[config.mk]
export PLATFORM = sky130hd
export DESIGN_NAME = sync_frame_ring_parser_core
export DESIGN_NICKNAME = d
export VERILOG_FILES = /design/src/design/sfrp_pkg.sv /design/src/design/sfrp_ram.sv /design/src/design/sfrp_front.sv /design/src/design/sfrp_back.sv /design/src/design/sync_frame_ring_parser_core.sv
export SDC_FILE = /design/constraint.sdc
export NUM_CORES = 2
export LEC_CHECK = 0
export BUFFER_PORTS_ARGS = -buffer_cell sky130_fd_sc_hd__buf_2
export CORE_MARGIN = 2
export CORE_UTILIZATION = 40
export DETAILED_ROUTE_END_ITERATION = 6
export GPL_TIMING_DRIVEN = 1
export PLACE_DENSITY = 0.53
export REMOVE_ABC_BUFFERS = 1
export SLEW_MARGIN = 5
export SYNTH_ARGS = -nofsm -noshare
export SYNTH_HDL_FRONTEND = slang
export SYNTH_SLANG_ARGS = --single-unit
export TNS_END_PERCENT = 10
[constraint.sdc]
create_clock -name clock -period 7.4 [get_ports clock]
set_clock_uncertainty 0.2 [all_clocks]
set_input_delay 1.48 -clock clock [delete_from_list [all_inputs] [get_ports clock]]
set_output_delay 1.48 -clock clock [all_outputs]
set_load 0.02 [all_outputs]
[src/design/sfrp_pkg.sv]
// Shared types and constants for the sync frame ring parser.
// No dependencies; every other file but sfrp_ram imports this package.
package sfrp_pkg;

   // Default sizes handed to the top-level parameters
   localparam int FIFO_DEPTH_DEF  = 256;
   localparam int PAYLOAD_MAX_DEF = 64;

   // Field widths
   localparam int CFG_W  = 7;
   localparam int LEN_W  = 11;   // count * 5 fits in 11 bits
   localparam int STAT_W = 3;

   localparam logic [CFG_W-1:0] MAX_PAYLOAD_RESET = 7'd64;

   // Frame bytes
   localparam logic [7:0] SYNC_HEADER = 8'h5A;
   localparam logic [7:0] TRAILER_CR  = 8'h0D;
   localparam logic [7:0] TRAILER_LF  = 8'h0A;
   localparam int         TIMES_FIVE_BIT = 7;
   localparam int         MIN_BUFFERED   = 7;

   // Result status codes
   localparam logic [STAT_W-1:0] ST_WRITTEN   = 3'd0;
   localparam logic [STAT_W-1:0] ST_DROPPED   = 3'd1;
   localparam logic [STAT_W-1:0] ST_NO_FRAME  = 3'd2;
   localparam logic [STAT_W-1:0] ST_CSUM_ERR  = 3'd3;
   localparam logic [STAT_W-1:0] ST_FRAME     = 3'd4;

   // Input item command
   localparam logic MODE_WRITE = 1'b0;
   localparam logic MODE_CHECK = 1'b1;

   typedef struct packed {
      logic       mode;
      logic [7:0] rx_byte;
   } req_type;

   typedef struct packed {
      logic [STAT_W-1:0] status;
      logic [7:0]        frame_type;
      logic [7:0]        frame_count;
      logic [7:0]        payload_byte;
      logic              payload_valid;
      logic              last;
   } rsp_type;

   // Queue head offered by the front part to the back part
   typedef struct packed {
      logic    valid;
      req_type item;
   } queue_head_type;

endpackage

[src/design/sfrp_ram.sv]
// Generic single-write, single-read RAM with registered read data.
// No dependencies.
module sfrp_ram #(
   parameter int WIDTH = 8,
   parameter int DEPTH = 256
) (
   input  logic                     clock,
   input  logic                     wr_en,
   input  logic [$clog2(DEPTH)-1:0] wr_addr,
   input  logic [WIDTH-1:0]         wr_data,
   input  logic                     rd_en,
   input  logic [$clog2(DEPTH)-1:0] rd_addr,
   output logic [WIDTH-1:0]         rd_data
);
   logic [WIDTH-1:0] mem_ff [DEPTH];
   logic [WIDTH-1:0] rd_data_ff;

   always_ff @(posedge clock) begin
      if (wr_en) begin
         mem_ff[wr_addr] <= wr_data;
      end
      if (rd_en) begin
         rd_data_ff <= mem_ff[rd_addr];
      end
   end

   assign rd_data = rd_data_ff;
endmodule

[src/design/sfrp_front.sv]
// Front part: accepts input items into a two-entry queue.
// Depends on sfrp_pkg.
module sfrp_front (
   input  logic                    clock,
   input  logic                    reset,
   input  logic                    req_valid,
   output logic                    req_ready,
   input  sfrp_pkg::req_type       req_item,
   output sfrp_pkg::queue_head_type head,
   input  logic                    pop
);
   import sfrp_pkg::*;

   req_type    slot_ff [2];
   logic       wr_idx_ff, wr_idx_in;
   logic       rd_idx_ff, rd_idx_in;
   logic [1:0] fill_ff, fill_in;
   logic       push, take;

   assign req_ready = (fill_ff != 2'd2);
   assign push      = req_valid && req_ready;
   assign take      = pop && (fill_ff != 2'd0);

   assign head.valid = (fill_ff != 2'd0);
   assign head.item  = slot_ff[rd_idx_ff];

   // Pointer and fill bookkeeping
   always_comb begin
      wr_idx_in = push ? ~wr_idx_ff : wr_idx_ff;
      rd_idx_in = take ? ~rd_idx_ff : rd_idx_ff;
      fill_in   = fill_ff + 2'(push) - 2'(take);
   end

   always_ff @(posedge clock) begin
      if (reset) begin
         wr_idx_ff <= 1'b0;
         rd_idx_ff <= 1'b0;
         fill_ff   <= 2'd0;
      end else begin
         wr_idx_ff <= wr_idx_in;
         rd_idx_ff <= rd_idx_in;
         fill_ff   <= fill_in;
      end
      if (push) begin
         slot_ff[wr_idx_ff] <= req_item;
      end
   end
endmodule

[src/design/sfrp_back.sv]
// Back part: ring store, pointers and the frame scan sequencer.
// Depends on sfrp_pkg and sfrp_ram.
module sfrp_back #(
   parameter int FIFO_DEPTH  = sfrp_pkg::FIFO_DEPTH_DEF
) (
   input  logic                           clock,
   input  logic                           reset,
   input  sfrp_pkg::queue_head_type       head,
   output logic                           pop,
   input  logic [sfrp_pkg::CFG_W-1:0]     limit,
   output logic                           rsp_valid,
   input  logic                           rsp_ready,
   output sfrp_pkg::rsp_type              rsp_item
);
   import sfrp_pkg::*;

   localparam int AW = $clog2(FIFO_DEPTH);
   localparam int SW = ((AW > LEN_W) ? AW : LEN_W) + 1;
   localparam logic [SW-1:0] DEPTH_S = SW'(FIFO_DEPTH);

   typedef enum logic [3:0] {
      S_IDLE, S_SCAN, S_HDR, S_TYP, S_CNT, S_CR, S_LF,
      S_SUM_RD, S_SUM_WT, S_EM_RD, S_EM_LD, S_FIN
   } state_type;

   state_type         state_ff, state_in;
   logic [AW-1:0]     rp_ff, rp_in;
   logic [AW-1:0]     wp_ff, wp_in;
   logic [SW-1:0]     off_ff, off_in;
   logic [LEN_W-1:0]  len_ff, len_in;
   logic [7:0]        type_ff, type_in;
   logic [7:0]        count_ff, count_in;
   logic [7:0]        sum_ff, sum_in;
   logic [STAT_W-1:0] code_ff, code_in;
   logic              rsp_valid_ff, rsp_valid_in;
   rsp_type           rsp_ff, rsp_in;

   logic          ram_we, ram_re;
   logic [AW-1:0] ram_raddr;
   logic [7:0]    ram_rdata;
   logic [SW-1:0] rd_off;
   logic [SW-1:0] buffered;
   logic [AW-1:0] wp_next;
   logic          out_free;
   logic [LEN_W-1:0] cnt_len;
   logic [SW-1:0] len_s;

   // Offset from the read pointer, wrapped once (offsets stay below the depth)
   function automatic logic [AW-1:0] wrap_add(input logic [AW-1:0] base,
                                              input logic [SW-1:0] off);
      logic [SW-1:0] s;
      s = SW'(base) + off;
      if (s >= DEPTH_S) begin
         s = s - DEPTH_S;
      end
      return s[AW-1:0];
   endfunction

   sfrp_ram #(.WIDTH(8), .DEPTH(FIFO_DEPTH)) u_ring (
      .clock   (clock),
      .wr_en   (ram_we),
      .wr_addr (wp_ff),
      .wr_data (head.item.rx_byte),
      .rd_en   (ram_re),
      .rd_addr (ram_raddr),
      .rd_data (ram_rdata)
   );

   // Ring occupancy and helpers
   assign buffered  = (wp_ff >= rp_ff) ? SW'(wp_ff) - SW'(rp_ff)
                                       : SW'(wp_ff) + DEPTH_S - SW'(rp_ff);
   assign wp_next   = wrap_add(wp_ff, SW'(1));
   assign out_free  = !rsp_valid_ff || rsp_ready;
   assign ram_raddr = wrap_add(rp_ff, rd_off);
   assign len_s     = SW'(len_ff);
   // count times five, used when the type byte asks for it
   assign cnt_len   = (LEN_W'(ram_rdata) << 2) + LEN_W'(ram_rdata);

   // Sequencer
   always_comb begin
      state_in     = state_ff;
      rp_in        = rp_ff;
      wp_in        = wp_ff;
      off_in       = off_ff;
      len_in       = len_ff;
      type_in      = type_ff;
      count_in     = count_ff;
      sum_in       = sum_ff;
      code_in      = code_ff;
      rsp_valid_in = rsp_valid_ff && !rsp_ready;
      rsp_in       = rsp_ff;
      ram_we       = 1'b0;
      ram_re       = 1'b0;
      rd_off       = '0;
      pop          = 1'b0;

      unique case (state_ff)
         S_IDLE: begin
            if (head.valid) begin
               if (head.item.mode == MODE_CHECK) begin
                  pop      = 1'b1;
                  state_in = S_SCAN;
               end else if (out_free) begin
                  pop          = 1'b1;
                  rsp_valid_in = 1'b1;
                  rsp_in       = '{status: ST_WRITTEN, frame_type: 8'd0,
                                   frame_count: 8'd0, payload_byte: 8'd0,
                                   payload_valid: 1'b0, last: 1'b1};
                  if (wp_next == rp_ff) begin
                     rsp_in.status = ST_DROPPED;
                  end else begin
                     ram_we = 1'b1;
                     wp_in  = wp_next;
                  end
               end
            end
         end
         S_SCAN: begin
            if (buffered < SW'(MIN_BUFFERED)) begin
               code_in  = ST_NO_FRAME;
               state_in = S_FIN;
            end else begin
               ram_re   = 1'b1;
               rd_off   = '0;
               state_in = S_HDR;
            end
         end
         S_HDR: begin
            if (ram_rdata != SYNC_HEADER) begin
               rp_in    = wrap_add(rp_ff, SW'(1));
               state_in = S_SCAN;
            end else begin
               ram_re   = 1'b1;
               rd_off   = SW'(1);
               state_in = S_TYP;
            end
         end
         S_TYP: begin
            type_in  = ram_rdata;
            sum_in   = SYNC_HEADER + ram_rdata;
            ram_re   = 1'b1;
            rd_off   = SW'(2);
            state_in = S_CNT;
         end
         S_CNT: begin
            count_in = ram_rdata;
            sum_in   = sum_ff + ram_rdata;
            len_in   = type_ff[TIMES_FIVE_BIT] ? cnt_len : LEN_W'(ram_rdata);
            if (!type_ff[TIMES_FIVE_BIT]) begin
               len_in = LEN_W'(ram_rdata);
            end
            if (len_in > LEN_W'(limit)) begin
               rp_in    = wrap_add(rp_ff, SW'(1));
               state_in = S_SCAN;
            end else if (buffered <= SW'(len_in) + SW'(5)) begin
               code_in  = ST_NO_FRAME;
               state_in = S_FIN;
            end else begin
               ram_re   = 1'b1;
               rd_off   = SW'(len_in) + SW'(4);
               state_in = S_CR;
            end
         end
         S_CR: begin
            if (ram_rdata != TRAILER_CR) begin
               rp_in    = wrap_add(rp_ff, SW'(1));
               state_in = S_SCAN;
            end else begin
               ram_re   = 1'b1;
               rd_off   = len_s + SW'(5);
               state_in = S_LF;
            end
         end
         S_LF: begin
            if (ram_rdata != TRAILER_LF) begin
               rp_in    = wrap_add(rp_ff, SW'(1));
               state_in = S_SCAN;
            end else begin
               off_in   = SW'(3);
               state_in = S_SUM_RD;
            end
         end
         S_SUM_RD: begin
            ram_re   = 1'b1;
            rd_off   = off_ff;
            state_in = S_SUM_WT;
         end
         S_SUM_WT: begin
            if (off_ff == len_s + SW'(3)) begin
               // checksum byte reached
               if (ram_rdata != sum_ff) begin
                  rp_in    = wrap_add(rp_ff, len_s + SW'(6));
                  code_in  = ST_CSUM_ERR;
                  state_in = S_FIN;
               end else if (len_ff == '0) begin
                  rp_in    = wrap_add(rp_ff, SW'(6));
                  code_in  = ST_FRAME;
                  state_in = S_FIN;
               end else begin
                  off_in   = SW'(3);
                  state_in = S_EM_RD;
               end
            end else begin
               sum_in   = sum_ff + ram_rdata;
               off_in   = off_ff + SW'(1);
               state_in = S_SUM_RD;
            end
         end
         S_EM_RD: begin
            ram_re   = 1'b1;
            rd_off   = off_ff;
            state_in = S_EM_LD;
         end
         S_EM_LD: begin
            // read data holds until the result register frees up
            if (out_free) begin
               rsp_valid_in = 1'b1;
               rsp_in       = '{status: ST_FRAME, frame_type: type_ff,
                                frame_count: count_ff, payload_byte: ram_rdata,
                                payload_valid: 1'b1,
                                last: (off_ff == len_s + SW'(2))};
               if (off_ff == len_s + SW'(2)) begin
                  rp_in    = wrap_add(rp_ff, len_s + SW'(6));
                  state_in = S_IDLE;
               end else begin
                  off_in   = off_ff + SW'(1);
                  state_in = S_EM_RD;
               end
            end
         end
         S_FIN: begin
            if (out_free) begin
               rsp_valid_in = 1'b1;
               rsp_in       = '{status: code_ff, frame_type: 8'd0,
                                frame_count: 8'd0, payload_byte: 8'd0,
                                payload_valid: 1'b0, last: 1'b1};
               if (code_ff == ST_FRAME) begin
                  rsp_in.frame_type  = type_ff;
                  rsp_in.frame_count = count_ff;
               end
               state_in = S_IDLE;
            end
         end
         default: begin
            state_in = S_IDLE;
         end
      endcase
   end

   always_ff @(posedge clock) begin
      if (reset) begin
         state_ff     <= S_IDLE;
         rp_ff        <= '0;
         wp_ff        <= '0;
         rsp_valid_ff <= 1'b0;
      end else begin
         state_ff     <= state_in;
         rp_ff        <= rp_in;
         wp_ff        <= wp_in;
         rsp_valid_ff <= rsp_valid_in;
      end
      off_ff   <= off_in;
      len_ff   <= len_in;
      type_ff  <= type_in;
      count_ff <= count_in;
      sum_ff   <= sum_in;
      code_ff  <= code_in;
      rsp_ff   <= rsp_in;
   end

   assign rsp_valid = rsp_valid_ff;
   assign rsp_item  = rsp_ff;
endmodule

[src/design/sync_frame_ring_parser_core.sv]
// Top level of the sync frame ring parser: payload-limit register,
// front queue and back sequencer. Depends on sfrp_pkg, sfrp_front, sfrp_back.
//
// Usage: req_ items carry mode and rx_byte. Mode 0 appends rx_byte to the
// receive ring and yields one rsp_ item (written or dropped when full).
// Mode 1 scans the ring from the read pointer for a 0x5A frame and yields
// one status item, or one item per payload byte of a good frame, with
// last set on the final item. csr_ writes the payload limit (reset 64); the
// user writes it only while the block is idle, which the block does not enforce.
// A check reads the ring one byte at a time through the single read port
// of the ring memory: skipped bytes, header and trailer, summed bytes and
// emitted payload bytes. A two-entry queue keeps accepting items, until it
// holds two, while the back part works or the result waits.
// Reset empties the ring pointers, the queue and the result register.
// When rsp_ready is low the result register holds, and the sequencer waits
// when it has its next result to put out; scanning goes on until then.
module sync_frame_ring_parser_core #(
   parameter int FIFO_DEPTH  = sfrp_pkg::FIFO_DEPTH_DEF,
   parameter int PAYLOAD_MAX = sfrp_pkg::PAYLOAD_MAX_DEF
) (
   input  logic                       clock,
   input  logic                       reset,
   input  logic                       req_valid,
   output logic                       req_ready,
   input  sfrp_pkg::req_type          req_item,
   output logic                       rsp_valid,
   input  logic                       rsp_ready,
   output sfrp_pkg::rsp_type          rsp_item,
   input  logic                       csr_valid,
   output logic                       csr_ready,
   input  logic [sfrp_pkg::CFG_W-1:0] csr_data
);
   import sfrp_pkg::*;

   localparam logic [CFG_W-1:0] PMAX = CFG_W'(PAYLOAD_MAX);

   logic [CFG_W-1:0] max_payload_ff, max_payload_in;
   logic [CFG_W-1:0] limit;
   queue_head_type   head;
   logic             pop;

   // Payload limit register
   assign csr_ready      = 1'b1;
   assign max_payload_in = csr_valid ? csr_data : max_payload_ff;
   assign limit          = (max_payload_ff > PMAX) ? PMAX : max_payload_ff;

   always_ff @(posedge clock) begin
      if (reset) begin
         max_payload_ff <= MAX_PAYLOAD_RESET;
      end else begin
         max_payload_ff <= max_payload_in;
      end
   end

   sfrp_front u_front (
      .clock     (clock),
      .reset     (reset),
      .req_valid (req_valid),
      .req_ready (req_ready),
      .req_item  (req_item),
      .head      (head),
      .pop       (pop)
   );

   sfrp_back #(.FIFO_DEPTH(FIFO_DEPTH)) u_back (
      .clock     (clock),
      .reset     (reset),
      .head      (head),
      .pop       (pop),
      .limit     (limit),
      .rsp_valid (rsp_valid),
      .rsp_ready (rsp_ready),
      .rsp_item  (rsp_item)
   );
endmodule

# After elaboration in Yosys (flattened, before gate mapping)
# Memories as Yosys holds them, arrays and structs flattened. A register that Yosys moved wholly into a read port is not among the register bits.
# Index checks and enable logic that the tools add are counted.
# W data, S select, Z words.
# classes
bitwise_logic	4
n_addsub	25
mux	88
n_lt_le_gt_ge	10
n_reduce_logical	24
n_eq_ne	41
# op_table
op	n
$mux W29	5
$mux W12	10
$mux W8	15
$pmux W29 S3	1
$pmux W12 S5	1
$add A11 B3 Y12 const B	4
$pmux W4 S12	1
$pmux W8 S6	1
$mux W4	10
$sub A8 B1 Y8 const B	5
$pmux W12 S3	1
$ge A9 B9 Y1 const B	3
$mux W1	25
$add A11 B2 Y12 const B	2
$add A8 B12 Y12	2
$eq A12 B12 Y1	2
$ge A12 B9 Y1 const B	2
$mux W3	8
$pmux W8 S3	1
$mux W11	2
$ne A2 B1 Y1 const B	11
$add A8 B1 Y9 const B	2
$reduce_and A6 Y1	3
$eq A4 B3 Y1 const B	4
47 further kinds	71
# totals
out_inout_bits	32
regBits	111
wordCells	214
ram_bits	2066
memories	2
in_bits	21
# mem_list
name	depth	word_bits	read_ports	rd_ports_with_merged_regs	wr	line_no	rtl
u_back.u_ring.mem_ff	256	8	1	1	1	sfrp_ram.sv:15	logic [WIDTH-1:0] mem_ff [DEPTH];
u_front.slot_ff	2	9	1	1	1	sfrp_front.sv:14	req_type slot_ff [2];

# Logic depth before layout (Yosys ltp)
# depth
ltp_word	11
ltp_mapped	30
ltp_nobuf	29

# By module
# Synthesis repeated with hierarchy kept, for this count alone.
# unflattened
cells_unflattened	4693
area_unflattened_um2	88926.5
# modules_own_cells
mod	seq_area_each_um2	area_each_um2	cells_per_inst	n_inst
sfrp_ram	61739.2	79636.4	3733	1
sfrp_back	2732.6	8094.0	877	1
sfrp_front	640.6	884.6	52	1
sync_frame_ring_parser_core	140.1	311.5	31	1

# Worst setup path after synthesis
# OpenSTA, ideal clock, no wires.
# synth_path
path_kind	register to register
start	reg u_back.u_ring.rd_data_ff[3] (netlist: u_back.u_ring.rd_data[3]), read port of u_back.u_ring.mem_ff
end	reg u_back.u_ring.rd_data_ff[0] (netlist: u_back.u_ring.rd_data[0]), read port of u_back.u_ring.mem_ff, data pin
setup_slack_ns	0.442
path_buffers	4
required_time_ns	6.931
stages_incl_launch_ff	30
arrival_ns	6.488
setup_time_ns	0.269
period_less_slack_ns	6.958
cell_sequence	edfxtp_1 > clkbuf_1 > inv_1 > fa_1 > nor2b_1 > o31a_1 > o21a_1 > nor2_1 > xor2_1 > nor2_1 > nand3_1 > xor2_1 > ha_1 > nand4_1 > nor2_1 > a21boi_0 > a2111oi_0 > a21oi_1 > nand3_1 > o211ai_1 > ha_1 > fa_1 > clkbuf_1 > clkbuf_1 > clkbuf_1 > mux4_2 > mux4_2 > mux2_2 > o2111ai_1 > nand4_1
# synth_between
elab_chain_len	11
word_cells_on_any_way	23
cone_classes	5 x add/sub; 3 x order compare; 2 x eq/ne; 13 x mux
# synth_rtl
item	line_no	rtl
start, declared	sfrp_ram.sv:16	logic [WIDTH-1:0] rd_data_ff;
$add A10 B8 Y11	sfrp_back.sv:77	assign cnt_len = (LEN_W'(ram_rdata) << 2) + LEN_W'(ram_rdata);
$mux W11	sfrp_back.sv:149	if (!type_ff[TIMES_FIVE_BIT]) begin
$mux W11	sfrp_back.sv:97	unique case (state_ff)
$add A11 B3 Y12	sfrp_back.sv:155	end else if (buffered <= SW'(len_in) + SW'(5)) begin
$le A12 B12 Y1	sfrp_back.sv:155	
$mux W12	sfrp_back.sv:155	
$mux W12	sfrp_back.sv:152	if (len_in > LEN_W'(limit)) begin
$pmux W12 S5	sfrp_back.sv:97	
$add A8 B12 Y12	sfrp_back.sv:52	s = SW'(base) + off;
$ge A12 B9 Y1 or $sub A8 B1 Y8 (tied branches)	sfrp_back.sv:53, sfrp_back.sv:54	
$mux W8	sfrp_back.sv:53	if (s >= DEPTH_S) begin
# Several ways; a longest one is shown, not always the timed one. The select of a mux whose other input is x is not followed.
# A chain may end at the register's enable or synchronous reset.

# Worst setup path in the final report
# layout_path
start	reg u_back.u_ring.rd_data_ff[2] (netlist: u_back.u_ring.rd_data[2]), read port of u_back.u_ring.mem_ff
end	reg u_back.u_ring.rd_data_ff[2] (netlist: u_back.u_ring.rd_data[2]), read port of u_back.u_ring.mem_ff, data pin
# The elaborated chain is that of the path after synthesis.

==> results_dict.tcl <==
set metrics [dict create \
    period_share_pct 99.1 \
    die_area_sq_um 225000 \
    grt_usage_pct 20.6 \
    synth_area_leaders "edfxtp_1 73%, mux4_2 16%, nor2_1 1.4%, ha_1 1.2%, dfxtp_1 0.75%" \
    ys_seq_elements 2184 \
    cpMostUsedCell "buf_4" \
    timing.rr.end "u_back.u_ring.rd_data[2]" \
    worst_setup_path_start_kind "flop" \
    post_drt_wl_per_cell_um 29.6 \
    ioPinCount 53 \
    dpl.hpwl_mm 144 \
    crit_slowest_cell "fa_4" \
    power.share.clock_pct 30.2 \
    clock.fmax_mhz 136 \
    cp_data_arrival_time_ns 7.67 \
    cts-root-buf "clkbuf_16" \
    nets 4797 \
    antenna_found_initial 5 \
    p_leak_nw 31.9 \
    die_w_um 474 \
    slew_headroom_pct 7.07 \
    sequentialPowerShare_pct 41.0 \
    worstHoldPathType "reg -> reg" \
    grt_pass1_vias 44400 \
    fin_crit_ns 7.33 \
    worst_pin_slew_ns 1.39 \
    ys_types 79 \
    dp.cells 7378 \
    critPathCapture "u_back.u_ring.rd_data[2]" \
    required_ns 7.74 \
    power_mw 37.2 \
    finalWorstSetupSlack_ns 0.0696 \
    gp_routability_congestion 0.837 \
    crit_path_start "u_back.u_ring.rd_data[2]" \
    cts_buffer_depth 3 \
    pwr-share-comb_pct 28.8 \
    final_max_slew_viol_count 0 \
    maxCapViolations 0 \
    portBuffers 51 \
    final_area_sq_um 103000 \
    hold_buffers 0 \
    critPathCaptureType "flop" \
    cts_tree "yes" \
    irDropWorstVdd_mv 0.203 \
    status "completed" \
    powerDensity_nw_per_um2 361 \
    async_reset_ff_share_pct 0 \
    synthCells 4308 \
    via_per_inst 5.62 \
    synth-seq-area-share_pct 73.8 \
    die_h_um 474 \
    yosys_warnings 0 \
    critPathKind "reg -> reg" \
    worst-path-max-fanout 12 \
    synth_edf_count 2151 \
    initial_core_util_pct 40.3 \
    grt_pass1_wl_mm 333 \
    num_vias 44000 \
    area_delta_synth_final_pct 16.4 \
    fin_util_pct 46.9 \
    synth.largest_area_cell "edfxtp_1" \
    h-tree-depth 4 \
    first_pass_iters 6 \
    clock_sinks 2184 \
    grt_max_degree 189 \
    cell_internal_pwr_mw 26.3 \
    hold_viol_final 0 \
    ant_nets 0 \
    core_area_sq_um 220000 \
    syn-mean-instance-area_sq_um 20.5 \
    synth_area_sq_um 88500 \
    routed_wirelength_mm 232 \
    final_cells 7836 \
    drc_errors 0 \
    synth_top_area_share_pct 73.0 \
    gr-total-overflow 0 \
    grt_setup_unrepaired "true" \
    drive_gt1_share_pct 30.8 \
    switching_share_pct 29.2 \
    r2r_slack_ns 0.07 \
    p_switching_mw 10.9 \
    crit_path_max_incr_delay_ns 0.89 \
    placed_area_sq_um 94800 \
    setup_viol 0 \
    path_clk_slew_ns 0.06 \
    initialDrtViolationCount 4517 \
    clk_latency_ns 0.87 \
    synth_flop_cell "edfxtp_1" \
    ff2ff_path_depth 29 \
    rows 172 \
    r2r-start "u_back.u_ring.rd_data[2]" \
    cts-buffers-inserted 222 \
    post-place-ws_ns -0.306 \
]
## Yosys cell counts, drive strengths merged (6+ instances only)
cell     instances
xnor2           58
edfxtp        2151
a21oi           62
o21a             8
nor2b           37
dfxtp           33
or4              8
o2111ai         34
nor3            28
xor2            43
and2             8
mux2i           43
nor4             9
a31oi            8
ha              82
mux4           640
o21bai          10
o211ai          10
or2             12
nand2          113
a21o            11
o21ai           47
nor2           340
a22oi            9
nand2b          10
mux2            44
clkbuf         151
nand3           46
buf             88
nand3b           6
nand4           22
inv             51
and3            12
## cell usage in the layout, fill, tap and decap left out, types with 42 or more instances in the layout
| cell | netlist | layout |
|---|---|---|
| buf_4 | 6 | 249 |
| xor2_1 | 43 | 42 |
| inv_1 | 51 | 49 |
| nor2_1 | 340 | 335 |
| mux4_2 | 640 | 640 |
| clkinv_1 | 1 | 47 |
| xnor2_1 | 58 | 53 |
| a21oi_1 | 62 | 58 |
| buf_2 | 10 | 51 |
| buf_12 | 0 | 67 |
| clkinv_2 | 0 | 54 |
| o21ai_0 | 43 | 43 |
| clkbuf_16 | 0 | 228 |
| ha_1 | 82 | 76 |
| nand2_1 | 113 | 98 |
| edfxtp_1 | 2151 | 2151 |
## power by group through the flow
stage | Combinational [mW] | Sequential (mW) | Clock (mW)
after CTS | 10.7 | 15.2 | 11.5
after global routing | 11.4 | 15.2 | 11.9
final | 10.7 | 15.2 | 11.2
after global placement | 10.3 | 15.5 | 0
after floorplan | 6.85 | 15.6 | 0
after detailed placement | 10.4 | 15.5 | 0
## state kept, by name, indices dropped and copies added, names as in the netlist, named ones only
signal and flops:
u_back.u_ring.mem_ff 2048, u_back.rsp_item 29, u_front.slot_ff 18, u_back.off_ff 12, u_back.len_ff 9, u_back.count_ff 8, u_back.rp_ff 8, u_back.sum_ff 8
u_back.type_ff 8, u_back.u_ring.rd_data 8, u_back.wp_ff 8, max_payload_ff 7, u_back.state_ff 4, u_back.code_ff 3, u_front.fill_ff 2, u_back.rsp_valid 1
u_front.rd_idx_ff 1, u_front.wr_idx_ff 1
## worst min-delay path by stage
stage | start | to | slack [ns] | depth (start not counted)
final | max_payload_ff[0] | max_payload_ff[0] | 0.29 | 2
after global routing | max_payload_ff[0] | max_payload_ff[0] | 0.32 | 2
after CTS | max_payload_ff[0] | max_payload_ff[0] | 0.30 | 2
after detailed placement | max_payload_ff[0] | max_payload_ff[0] | 0.28 | 2
after global placement | max_payload_ff[2] | max_payload_ff[2] | 0.28 | 2
after floorplan | max_payload_ff[0] | max_payload_ff[0] | 0.25 | 2
## per-layer routing
| metal | vias to the layer above | wire [um] | GRT usage [%] |
|---|---|---|---|
| li1 | 18600 | - | - |
| met1 | 23700 | 103000 | 30.2 |
| met2 | 1470 | 109000 | 31.9 |
| met3 | 309 | 14400 | 3.54 |
| met4 | 0 | 5730 | 5.64 |
| met5 | - | 0 | 0 |
## repair_timing
| item | 4_1_cts | 5_1_grt |
|---|---|---|
| setup buffers | 30 | 10 |
| pin swaps | 8 | 22 |
| cloned | 3 | 3 |
| setup endpoints to repair | 8 | 8 |
| gates resized for setup | 57 | 27 |
## stage by stage
stage	TNS [ns]	hold WS (ns)
after floorplan	-140.26	0.252
after global placement	-2.61	0.283
after global routing	-0.985	0.318
after detailed placement	-1.80	0.282
after CTS	0	0.299
final	0	0.292
## cells by family (layout without fill, tap and decap cells)
| kind of cell | Yosys count | in the layout | share of synthesized area, % |
|---|---|---|---|
| mux | 727 | 727 | 17.3 |
| other cells | 1 | 4 | 0.00424 |
| flops | 2184 | 2184 | 73.8 |
| buf+inv | 291 | 858 | 1.28 |
| xor+xnor | 101 | 101 | 1.00 |
| fa+ha+maj | 87 | 87 | 1.27 |
| compound gates | 245 | 245 | 1.89 |
| simple gates | 672 | 672 | 3.45 |
## critical path, delay by kind of cell (launching register included)
kind / cells / cell delay (ns)
fa+ha+maj: 4 / 1.61
compound gates: 8 / 1.50
buf+inv: 7 / 1.17
mux: 3 / 1.09
simple gates: 6 / 0.81
flops: 1 / 0.41
xor+xnor: 1 / 0.17
## area by class of cell
class / count / area [sq um]
Fill cell: 18200 / 117000
Sequential cell: 2184 / 65300
Multi-Input combinational cell: 1834 / 22600
Clock buffer: 257 / 5750
Timing Repair Buffer: 395 / 4040
Tap cell: 2958 / 3700
Clock inverter: 154 / 1500
Inverter: 52 / 195
Antenna cell: 2 / 5.00
Note: power is estimated with default switching activity, not from simulation.
